--- src/design/hwc_pkg.sv ---
package hwc_pkg;

  // output queue geometry
  localparam int unsigned Q_DEPTH = 16;
  localparam int unsigned Q_IDX_W = $clog2(Q_DEPTH);
  localparam int unsigned Q_CNT_W = $clog2(Q_DEPTH + 1);

  // marker lengths and held-prefix counter width
  localparam int unsigned OFF_LEN = 13;
  localparam int unsigned ON_LEN  = 12;
  localparam int unsigned ML_W    = 4;

  localparam logic [7:0] CH_SPACE = 8'h20;
  localparam logic [7:0] CH_TAB   = 8'h09;
  localparam logic [7:0] CH_CR    = 8'h0D;
  localparam logic [7:0] CH_LF    = 8'h0A;
  localparam logic [7:0] CH_LT    = 8'h3C;
  localparam logic [7:0] CH_GT    = 8'h3E;
  localparam logic [7:0] CH_LO_A  = 8'h61;
  localparam logic [7:0] CH_LO_Z  = 8'h7A;
  localparam logic [7:0] CASE_OFS = 8'h20;

  // one queued output byte
  typedef struct packed {
    logic [7:0] data;
    logic       last;
  } hwc_entry_t;

  // per-cycle command broadcast to every queue cell
  typedef struct packed {
    logic               pop;
    logic               mark_en;
    logic [Q_IDX_W-1:0] mark_idx;
    logic               wr0_en;
    logic [Q_IDX_W-1:0] wr0_idx;
    hwc_entry_t         wr0_ent;
    logic               wr1_en;
    logic [Q_IDX_W-1:0] wr1_idx;
    hwc_entry_t         wr1_ent;
  } hwc_qctl_t;

  // what the parser does with the accepted byte
  typedef struct packed {
    logic push_sp;
    logic push_b;
    logic b_last;
    logic mark_tail;
    logic drop;
  } hwc_act_t;

  // folded character of SC_OFF (off = 1) or SC_ON (off = 0) at a position
  function automatic logic [7:0] mark_char(input logic off, input logic [ML_W-1:0] idx);
    logic [7:0] c;
    case (idx)
      4'd0:    c = 8'h3C;                 // <
      4'd1:    c = 8'h21;                 // !
      4'd2:    c = 8'h2D;                 // -
      4'd3:    c = 8'h2D;
      4'd4:    c = 8'h53;                 // S
      4'd5:    c = 8'h43;                 // C
      4'd6:    c = 8'h5F;                 // _
      4'd7:    c = 8'h4F;                 // O
      4'd8:    c = off ? 8'h46 : 8'h4E;   // F / N
      4'd9:    c = off ? 8'h46 : 8'h2D;   // F / -
      4'd10:   c = 8'h2D;
      4'd11:   c = off ? 8'h2D : 8'h3E;   // - / >
      4'd12:   c = 8'h3E;
      default: c = 8'h00;
    endcase
    return c;
  endfunction

endpackage

--- src/design/hwc_cell.sv ---
module hwc_cell #(
  parameter int unsigned IDX = 0
) (
  input  logic               clk_i,
  input  hwc_pkg::hwc_qctl_t ctl_i,
  input  hwc_pkg::hwc_entry_t right_i,
  output hwc_pkg::hwc_entry_t ent_o
);
  import hwc_pkg::*;

  localparam logic [Q_IDX_W-1:0] MyIdx = Q_IDX_W'(IDX);

  hwc_entry_t ent_q, ent_d;

  always_comb begin
    ent_d = ctl_i.pop ? right_i : ent_q;
    if (ctl_i.mark_en && ctl_i.mark_idx == MyIdx) begin
      ent_d.last = 1'b1;
    end
    if (ctl_i.wr0_en && ctl_i.wr0_idx == MyIdx) begin
      ent_d = ctl_i.wr0_ent;
    end
    if (ctl_i.wr1_en && ctl_i.wr1_idx == MyIdx) begin
      ent_d = ctl_i.wr1_ent;
    end
  end

  always_ff @(posedge clk_i) begin
    ent_q <= ent_d;
  end

  assign ent_o = ent_q;

endmodule

--- src/design/hwc_ctrl.sv ---
module hwc_ctrl (
  input  logic                      clk_i,
  input  logic                      rst_ni,
  input  logic                      accept_i,
  input  logic [7:0]                byte_i,
  input  logic                      last_i,
  input  logic                      strip_en_i,
  output hwc_pkg::hwc_act_t         act_o,
  output logic [hwc_pkg::ML_W-1:0]  ml_o
);
  import hwc_pkg::*;

  logic            comp_q, comp_d;
  logic            sp_q, sp_d;
  logic            acb_q, acb_d;
  logic [ML_W-1:0] ml_q, ml_d;

  logic [7:0]      folded;
  logic [ML_W-1:0] len_m1;
  logic [ML_W-1:0] ml_eff;
  logic            fits0, mismatch, fits, complete, hold, is_ws;

  always_comb begin
    folded   = (byte_i >= CH_LO_A && byte_i <= CH_LO_Z) ? byte_i - CASE_OFS : byte_i;
    len_m1   = comp_q ? ML_W'(OFF_LEN - 1) : ML_W'(ON_LEN - 1);
    fits0    = folded == mark_char(comp_q, ml_q);
    mismatch = (ml_q != '0) && !fits0;
    ml_eff   = mismatch ? '0 : ml_q;
    fits     = mismatch ? (folded == CH_LT) : fits0;
    complete = fits && ml_eff == len_m1;
    hold     = fits && !complete;
    is_ws    = byte_i == CH_SPACE || byte_i == CH_TAB || byte_i == CH_CR || byte_i == CH_LF;
  end

  // next state
  always_comb begin
    comp_d = comp_q;
    sp_d   = sp_q;
    acb_d  = acb_q;
    ml_d   = ml_q;
    if (accept_i) begin
      if (!strip_en_i) begin
        ml_d  = '0;
        sp_d  = 1'b0;
        acb_d = 1'b0;
      end else begin
        ml_d = ml_eff;
        if (complete) begin
          comp_d = !comp_q;
          ml_d   = '0;
          sp_d   = 1'b0;
          acb_d  = 1'b0;
        end else if (hold) begin
          if (comp_q && ml_eff == '0) begin
            sp_d  = 1'b0;
            acb_d = 1'b0;
          end
          ml_d = ml_eff + 1'b1;
        end else if (comp_q) begin
          if (is_ws) begin
            if (!acb_q) begin
              sp_d = 1'b1;
            end
          end else begin
            sp_d  = 1'b0;
            acb_d = byte_i == CH_GT;
          end
        end
        if (last_i) begin
          ml_d  = '0;
          sp_d  = 1'b0;
          acb_d = 1'b0;
        end
      end
    end
  end

  // actions on the output queue
  always_comb begin
    logic commit_old;
    act_o = '0;
    commit_old = (ml_q != '0) && (!strip_en_i || mismatch || (last_i && !complete));
    if (accept_i) begin
      if (!strip_en_i) begin
        act_o.push_b = 1'b1;
      end else begin
        act_o.drop    = complete;
        act_o.push_b  = hold || (!complete && !(comp_q && is_ws));
        act_o.push_sp = !fits && comp_q && !is_ws && sp_q && byte_i != CH_LT;
      end
      act_o.b_last    = act_o.push_b && (!(strip_en_i && hold) || last_i);
      act_o.mark_tail = commit_old && !act_o.b_last;
    end
  end

  always_ff @(posedge clk_i or negedge rst_ni) begin
    if (!rst_ni) begin
      comp_q <= 1'b1;
      sp_q   <= 1'b0;
      acb_q  <= 1'b0;
      ml_q   <= '0;
    end else begin
      comp_q <= comp_d;
      sp_q   <= sp_d;
      acb_q  <= acb_d;
      ml_q   <= ml_d;
    end
  end

  assign ml_o = ml_q;

endmodule

--- src/design/html_whitespace_collapser_unit.sv ---
// html whitespace collapser: takes one html body byte per transfer on the
// slave stream (tlast marks the last byte of a buffer) and gives the stripped
// bytes on the master stream (tlast marks the last byte caused by an input
// byte). with strip enabled, whitespace runs fold to one space (dropped before
// '<', after '>' and at buffer ends), and <!--SC_OFF--> / <!--SC_ON--> markers
// are removed and toggle pass-through. rate: one input byte per cycle while the
// queue has room and one output byte per cycle while the sink is ready and a
// final (not held) byte is queued. results sit in a 16-cell shift queue that
// also holds up to 12 bytes of a possible marker; input is taken while at
// least two cells are free, so a stalled output side eventually stops input.
// the config write channel is always ready and is meant to be written idle.
module html_whitespace_collapser_unit (
  input  logic       clk_i,
  input  logic       rst_ni,
  // config write channel: strip_enable in bit 0
  input  logic       cfg_valid_i,
  output logic       cfg_ready_o,
  input  logic       cfg_data_i,
  // input stream
  input  logic       s_axis_tvalid,
  output logic       s_axis_tready,
  input  logic [7:0] s_axis_tdata,   // [7:0] in_byte
  input  logic       s_axis_tlast,   // buffer_end
  // output stream
  output logic       m_axis_tvalid,
  input  logic       m_axis_tready,
  output logic [7:0] m_axis_tdata,   // [7:0] out_byte
  output logic       m_axis_tlast    // run_last
);
  import hwc_pkg::*;

  logic               strip_q;
  logic [Q_CNT_W-1:0] count_q, count_d;
  logic               in_xfer, pop;
  hwc_act_t           act;
  logic [ML_W-1:0]    ml;
  logic [Q_CNT_W-1:0] ml_ext, wpos0, tail_pos;
  hwc_qctl_t          qctl;
  hwc_entry_t         cell_ent [Q_DEPTH];
  hwc_entry_t         right_ent [Q_DEPTH];

  // config register
  assign cfg_ready_o = 1'b1;

  always_ff @(posedge clk_i or negedge rst_ni) begin
    if (!rst_ni) begin
      strip_q <= 1'b0;
    end else if (cfg_valid_i) begin
      strip_q <= cfg_data_i;
    end
  end

  // room for a space plus the byte itself
  assign s_axis_tready = count_q <= Q_CNT_W'(Q_DEPTH - 2);
  assign in_xfer       = s_axis_tvalid && s_axis_tready;

  hwc_ctrl u_ctrl (
    .clk_i      (clk_i),
    .rst_ni     (rst_ni),
    .accept_i   (in_xfer),
    .byte_i     (s_axis_tdata),
    .last_i     (s_axis_tlast),
    .strip_en_i (strip_q),
    .act_o      (act),
    .ml_o       (ml)
  );

  // held marker bytes are the youngest ml entries; older ones are final
  assign ml_ext        = Q_CNT_W'(ml);
  assign m_axis_tvalid = count_q > ml_ext;
  assign pop           = m_axis_tvalid && m_axis_tready;
  assign m_axis_tdata  = cell_ent[0].data;
  assign m_axis_tlast  = cell_ent[0].last;

  assign wpos0    = count_q - Q_CNT_W'(pop);
  assign tail_pos = wpos0 - 1'b1;

  always_comb begin
    qctl              = '0;
    qctl.pop          = pop;
    qctl.mark_en      = act.mark_tail;
    qctl.mark_idx     = tail_pos[Q_IDX_W-1:0];
    qctl.wr0_idx      = wpos0[Q_IDX_W-1:0];
    qctl.wr1_idx      = wpos0[Q_IDX_W-1:0] + 1'b1;
    if (act.push_sp) begin
      // space then the byte
      qctl.wr0_en       = 1'b1;
      qctl.wr0_ent.data = CH_SPACE;
      qctl.wr0_ent.last = 1'b0;
      qctl.wr1_en       = act.push_b;
      qctl.wr1_ent.data = s_axis_tdata;
      qctl.wr1_ent.last = act.b_last;
    end else begin
      qctl.wr0_en       = act.push_b;
      qctl.wr0_ent.data = s_axis_tdata;
      qctl.wr0_ent.last = act.b_last;
    end
  end

  // occupancy: a completed marker discards its held bytes
  always_comb begin
    count_d = count_q - Q_CNT_W'(pop) + Q_CNT_W'(act.push_sp) + Q_CNT_W'(act.push_b);
    if (act.drop) begin
      count_d = count_d - ml_ext;
    end
  end

  always_ff @(posedge clk_i or negedge rst_ni) begin
    if (!rst_ni) begin
      count_q <= '0;
    end else begin
      count_q <= count_d;
    end
  end

  // queue cells, each shifting toward the head on a pop
  for (genvar g = 0; g < Q_DEPTH; g++) begin : g_cell
    if (g == Q_DEPTH - 1) begin : g_end
      assign right_ent[g] = '0;
    end else begin : g_mid
      assign right_ent[g] = cell_ent[g+1];
    end
    hwc_cell #(
      .IDX (g)
    ) u_cell (
      .clk_i   (clk_i),
      .ctl_i   (qctl),
      .right_i (right_ent[g]),
      .ent_o   (cell_ent[g])
    );
  end

`ifndef SYNTH
  a_held_in_queue: assert property (@(posedge clk_i) disable iff (!rst_ni)
    ml_ext <= count_q)
    else $error("held marker bytes exceed queue occupancy");

  a_count_bound: assert property (@(posedge clk_i) disable iff (!rst_ni)
    count_q <= Q_CNT_W'(Q_DEPTH))
    else $error("output queue overflow");

  a_held_bound: assert property (@(posedge clk_i) disable iff (!rst_ni)
    ml <= ML_W'(OFF_LEN - 1))
    else $error("held prefix longer than a marker");

  a_bypass_clears: assert property (@(posedge clk_i) disable iff (!rst_ni)
    (in_xfer && !strip_q) |=> (ml == '0))
    else $error("held bytes left after a bypass transfer");

  a_end_clears: assert property (@(posedge clk_i) disable iff (!rst_ni)
    (in_xfer && s_axis_tlast) |=> (ml == '0))
    else $error("held bytes left after a buffer end");
`endif

endmodule
--- config.mk ---
export PLATFORM = sky130hd
export DESIGN_NAME = html_whitespace_collapser_unit
export DESIGN_NICKNAME = d
export VERILOG_FILES = /design/src/design/hwc_pkg.sv /design/src/design/hwc_cell.sv /design/src/design/hwc_ctrl.sv /design/src/design/html_whitespace_collapser_unit.sv
export SDC_FILE = /design/constraint.sdc
export NUM_CORES = 1
export LEC_CHECK = 0
export ABC_AREA = 1
export BUFFER_PORTS_ARGS = -buffer_cell sky130_fd_sc_hd__buf_2
export CAP_MARGIN = 40
export CORE_UTILIZATION = 45
export CTS_BUF_LIST = sky130_fd_sc_hd__clkbuf_16
export DETAILED_ROUTE_END_ITERATION = 8
export HOLD_SLACK_MARGIN = 0.06
export MAX_ROUTING_LAYER = met4
export PLACE_DENSITY = 0.72
export RECOVER_POWER = 50
export SLEW_MARGIN = 10
export SYNTH_ARGS = -nofsm -noshare
export SYNTH_HDL_FRONTEND = slang
export SYNTH_HIERARCHICAL = 1
export SYNTH_SLANG_ARGS = --single-unit
--- constraint.sdc ---
create_clock -name clk_i -period 6.61 [get_ports clk_i]
set_input_delay 0.3305 -clock clk_i [delete_from_list [all_inputs] [get_ports clk_i]]
set_output_delay 0.3305 -clock clk_i [all_outputs]
set_load 0.02 [all_outputs]
Word-level counts from Yosys, hierarchy flattened
Index checks and enable logic that the tools add are counted.

Bits in registers: 157. Input port bits: 15. Output and inout bits: 12. Word-level logic and storage cells: 344.

Add/sub/neg operators: 8. Magnitude comparators: 4. Equality and inequality tests: 70. Multiplexer cells: 100. Reduce and logical (&&, ||, !) cells: 124.

Operator list (number): two-way mux 9 bit (50); equality test 4 bit, second input constant (29); one-hot mux 8 bit (11 select lines) (1); nonzero test 4 bit (17); logical AND 1 bit (66); equality test 4 x 3 -> 1 bit, second input constant (16); nonzero test 3 bit (16); two-way mux 1 bit (37); equality test 4 x 2 -> 1 bit, second input constant (8); equality test 8 x 4 -> 1 bit, second input constant (3); equality test 8 x 6 -> 1 bit, second input constant (3); two-way mux 4 bit (6); zero test 4 bit (5); equality test 4 x 1 -> 1 bit, second input constant (4); two-way mux 5 bit (3); adder 5 x 1 -> 5 bit (2); zero test 1 bit (9); adder 4 x 1 -> 4 bit, second input constant (2); equality test 8 bit (1); >= comparator 8 x 7 -> 1 bit, second input constant (1); less-or-equal comparator 8 x 7 -> 1 bit, second input constant (1); two-way mux 8 bit (1); != test 8 x 6 -> 1 bit, second input constant (1); AND reduction 4 bit (2); other kinds (16) (22).

Depth between registers and ports, before layout
Depth in word-level cells: 22. Depth in mapped cells: 33. Depth with buffers taken out: 33.

Hierarchy
The synthesis kept the hierarchy.

By module, submodules not included: hwc_cell at g_cell[10].u_cell ... (instances 4, cells an instance 94, area each 646.9 um2, seq. area each 270.3 um2); hwc_cell at g_cell[13].u_cell ... (instances 2, cells an instance 101, area each 668.1 um2, seq. area each 270.3 um2); hwc_cell at g_cell[11].u_cell ... (instances 2, cells an instance 85, area each 660.6 um2, seq. area each 270.3 um2); hwc_cell at g_cell[4].u_cell ... (instances 2, cells an instance 90, area each 659.4 um2, seq. area each 270.3 um2); hwc_cell at g_cell[1].u_cell ... (instances 2, cells an instance 89, area each 658.1 um2, seq. area each 270.3 um2); hwc_ctrl (instances 1, cells an instance 217, area each 1239.9 um2, seq. area each 176.4 um2); html_whitespace_collapser_unit (instances 1, cells an instance 161, area each 999.7 um2, seq. area each 150.1 um2); hwc_cell at g_cell[3].u_cell (instances 1, cells an instance 84, area each 713.2 um2, seq. area each 270.3 um2); hwc_cell at g_cell[12].u_cell (instances 1, cells an instance 88, area each 653.1 um2, seq. area each 270.3 um2); hwc_cell at g_cell[0].u_cell (instances 1, cells an instance 90, area each 641.9 um2, seq. area each 270.3 um2); hwc_cell at g_cell[15].u_cell (instances 1, cells an instance 95, area each 626.9 um2, seq. area each 270.3 um2).

Worst setup path after synthesis
No wires, ideal clock.

Path type: register to register. Start: reg u_ctrl.ml_q[1] (netlist: u_ctrl/ml_o[1]). End: reg g_cell[12].u_cell.ent_q, in the netlist g_cell[12].u_cell/ent_o[1], enable pin. Setup time: 329 ps. Data arrival time: 5253 ps. Required time: 6281 ps. Path slack: 1028 ps. Cell stages (with the launch flop): 18. Buffers on the path: 1. Period minus slack after synthesis: 5582 ps. Cell sequence: dfrtp_1 -> inv_1 -> ha_1 -> inv_1 -> o21bai_1 -> nand2_1 -> a21oi_1 -> nor2_1 -> nor2_1 -> ha_1 -> inv_1 -> ha_1 -> xor2_1 -> nand3_1 -> nor2_4 -> buf_4 -> nor2_1 -> nand2_1.

RTL lines: from (decl) (line hwc_ctrl.sv:16) `logic [ML_W-1:0] ml_q, ml_d;`; from (signal assigned) (line hwc_ctrl.sv:106) `ml_q <= ml_d;`; to (signal assigned) (line hwc_cell.sv:29) `ent_q <= ent_d;`; to (decl) (line hwc_cell.sv:13) `hwc_entry_t ent_q, ent_d;`.

==> results_dict.tcl <==
set metrics [dict create \
    rrSetupSlack_ns 1.19 \
    sequentialPowerShare_pct 30.7 \
    numCtsBuffers 17 \
    antenna_found_initial 0 \
    cellLeakagePower_nw 7.293 \
    syn_avg_cell_area_um2 6.928 \
    ir_drop_uv 236.2 \
    top_usage_layer "met2" \
    timing.rr.end "g_cell[7].u_cell/ent_o[2]" \
    worst_clock_skew_ns 0.01201 \
    max_slew.worst_pin.slew_ns 0.9230 \
    h-tree-depth 4 \
    switching_share_pct 48.08 \
    power.switching_w 0.002934 \
    clockRootBuffer "clkbuf_16" \
    grt_max_degree 36 \
    pwr-share-clk_pct 15.3 \
    synthArstFlopShare_pct 8.280 \
    viasPerCell 5.148 \
    setup_viol 0 \
    rr_worst_depth 20 \
    area_growth_pct 9.143 \
    initial_core_util_pct 45.78 \
    period_minus_slack_ns 5.424 \
    crit_fanout 30 \
    power.internal_w 0.003167 \
    ys_ff_latch 157 \
    synth_edf_count 144 \
    drtIter0Drc 1249 \
    clock_sinks 157 \
    hold_depth 2 \
    die_area_um2 29020 \
    routed_wl_mm 34.45 \
    gr-total-overflow 0 \
    worstPathArrival_ns 5.53 \
    synth_common_cells "nand2_1 (602), inv_1 (406), nand3_1 (229), edfxtp_1 (144), nor2_1 (84)" \
    drc 0 \
    setup_tns_ns 0 \
    hold_viol 0 \
    diodes 0 \
    hp-class "in2reg" \
    grt_pass1_wl_mm 55.50 \
    cts_tree "built" \
    yosys_warnings 6 \
    worst_setup_path_end_kind "flip-flop" \
    insertion_delay_ns 0.45 \
    synth_cell_types 49 \
    synthCells 1841 \
    netlist_area_um2 12750 \
    path_clk_slew_ns 0.07 \
    hpwl_mm 24.29 \
    relSlewSlack_pct 38.40 \
    max_cap_viol_count 0 \
    num_io_pins 27 \
    path_class "reg2reg" \
    fillers 2699 \
    status "finished, final reports clean" \
    drtAntennaViolNets 0 \
    synth_top_area_share_pct 33.90 \
    drt-pass1-iter-count 6 \
    final_layout_size_suffix_gt1_share_pct 10.95 \
    coreArea_um2 27860 \
    cts_setup_buffers 0 \
    place.gp.congestion 0.8834 \
    comb_power_share_pct 54.0 \
    min_to "strip_q" \
    p_total_w 0.006101 \
    cts.path.max_buffers 2 \
    rows 61 \
    report.final.slew_viol_count 0 \
    fin_nets 1920 \
    cp-start-kind "flip-flop" \
    grtUsageMet1_pct 32.82 \
    wl_per_cell_um 15.13 \
    die_width_um 170.4 \
    vias 11720 \
    portBuffers 25 \
    yosysSeqAreaShare_pct 36.46 \
    worst_hold_slack_ns 0.1168 \
    synthFlopType "edfxtp_1" \
    use_met3_pct 3.581 \
    cellPowerDensity_nw_per_um2 438.3 \
    required_ns 6.72 \
    period_share_pct 82.05 \
    cts_resized 0 \
    min_from "cfg_data_i" \
    fmax_mhz 184.4 \
    grt_use_met2_pct 40.02 \
    grtUsageTotal_pct 25.45 \
    rsz0062_at_grt "no" \
    r2r_start "u_ctrl/ml_o[2]" \
    die_y_um 170.4 \
    yosysMostFrequentCell "nand2_1" \
    grt_pass1_vias 10950 \
    synth_area_leaders "edfxtp_1 (34%), nand2_1 (18%), inv_1 (12%), nand3_1 (9.0%), nand4_1 (3.5%)" \
    yosysTopAreaCell "edfxtp_1" \
    postCtsHoldBufs 1 \
]
==> final cells by class <==
cell class	count	area, µm²	area share [%]
Clock buffer	17	425.4	3.056
Clock inverter	15	117.6	0.8449
Inverter	434	1632	11.72
Multi-Input combinational cell	1220	6085	43.71
Sequential cell	157	4651	33.41
Tap cell	378	473.0	3.397
Timing Repair Buffer	56	538.0	3.865
==> power groups by stage <==
stage	logic, W	clock network, W	registers (W)
finish	0.00329	0.000934	0.00188
CTS	0.00328	0.000941	0.00188
floorplan	0.00247	0	0.00188
global route	0.00366	0.000980	0.00192
global placement	0.00317	0	0.00189
detailed placement	0.00327	0	0.00190
==> through the flow <==
| step | setup WS (ns) | cells | area, µm² | utilization [%] |
|---|---|---|---|---|
| final | 1.186 | 2277 | 13920 | 49.97 |
| after global routing | 0.6424 | 2277 | 13920 | 49.97 |
| after floorplan | 1.028 | 1849 | 12780 | - |
| after global placement | 1.831 | 2228 | 13170 | 47.27 |
| after detailed placement | 1.696 | 2244 | 13480 | 48.40 |
| after CTS | 1.634 | 2277 | 14040 | 50.39 |
==> how the worst max path moves through the flow <==
stage                        start                          to  slack [ns]  cells past startpoint
floorplan           u_ctrl/ml_o[1]  g_cell[12].u_cell/ent_o[1]        1.03                     17
global placement    u_ctrl/ml_o[2]   g_cell[5].u_cell/ent_o[4]        1.83                     20
detailed placement  u_ctrl/ml_o[2]   g_cell[5].u_cell/ent_o[2]        1.70                     20
CTS                 u_ctrl/ml_o[2]   g_cell[5].u_cell/ent_o[6]        1.63                     20
global route        u_ctrl/ml_o[2]  g_cell[10].u_cell/ent_o[2]        0.64                     19
finish              u_ctrl/ml_o[2]   g_cell[7].u_cell/ent_o[2]        1.19                     20
==> registers in the layout, indices dropped and copies added, names as in the netlist <==
name and cells:
u_ctrl/sp_q 1, strip_q 1, count_q 5, u_ctrl/ml_o 4
u_ctrl/comp_q 1, g_cell.u_cell/ent_o 144, u_ctrl/acb_q 1
==> critical path, cell delays in order (launching register included) <==
cell	delay (ns)
dfrtp_1	0.64
inv_1	0.19
nand3_1	0.25
o21ai_0	0.13
nor2_1	0.17
nand3_1	0.12
nand3_1	0.12
nor2_2	0.04
nand2_2	0.07
nand2_1	0.19
inv_1	0.14
nand2_1	0.09
nor3_1	0.17
clkbuf_1	0.72
inv_1	0.21
nand2_2	0.62
buf_4	0.32
nand2_1	0.11
nor2_4	0.25
nand2_4	0.16
nand3_1	0.34
==> routing by layer <==
| metal | routed length, µm | share of wire, % |
|---|---|---|
| met5 | 0 | 0 |
| met2 | 15890 | 46 |
| met3 | 2893 | 8.4 |
| met1 | 14730 | 43 |
| met4 | 945 | 2.7 |
==> logic make-up after synthesis <==
| family | share of synthesized area, % |
|---|---|
| and+or+nand+nor | 44.05 |
| buffers and inverters | 15.52 |
| DFF | 36.46 |
| AOI/OAI and AO/OA | 1.216 |
| adders and majority gates | 1.982 |
| xor gates and xnor gates | 0.5494 |
| other | 0.05888 |
| muxes | 0.1668 |
==> layout by cell type (no fill, tap or decap), types with 6 or more instances in the layout <==
cell	count
a21oi_1	10
buf_16	7
buf_2	13
buf_4	13
buf_8	6
clkbuf_1	13
clkbuf_16	17
conb_1	10
dfrtp_1	12
edfxtp_1	144
ha_1	17
inv_1	414
inv_2	17
nand2_1	605
nand2_2	39
nand3_1	241
nand3_2	9
nand3b_1	37
nand4_1	72
nor2_1	79
nor2_2	29
nor2_4	19
o21ai_0	7
Note: power is estimated with default switching activity, not from simulation.
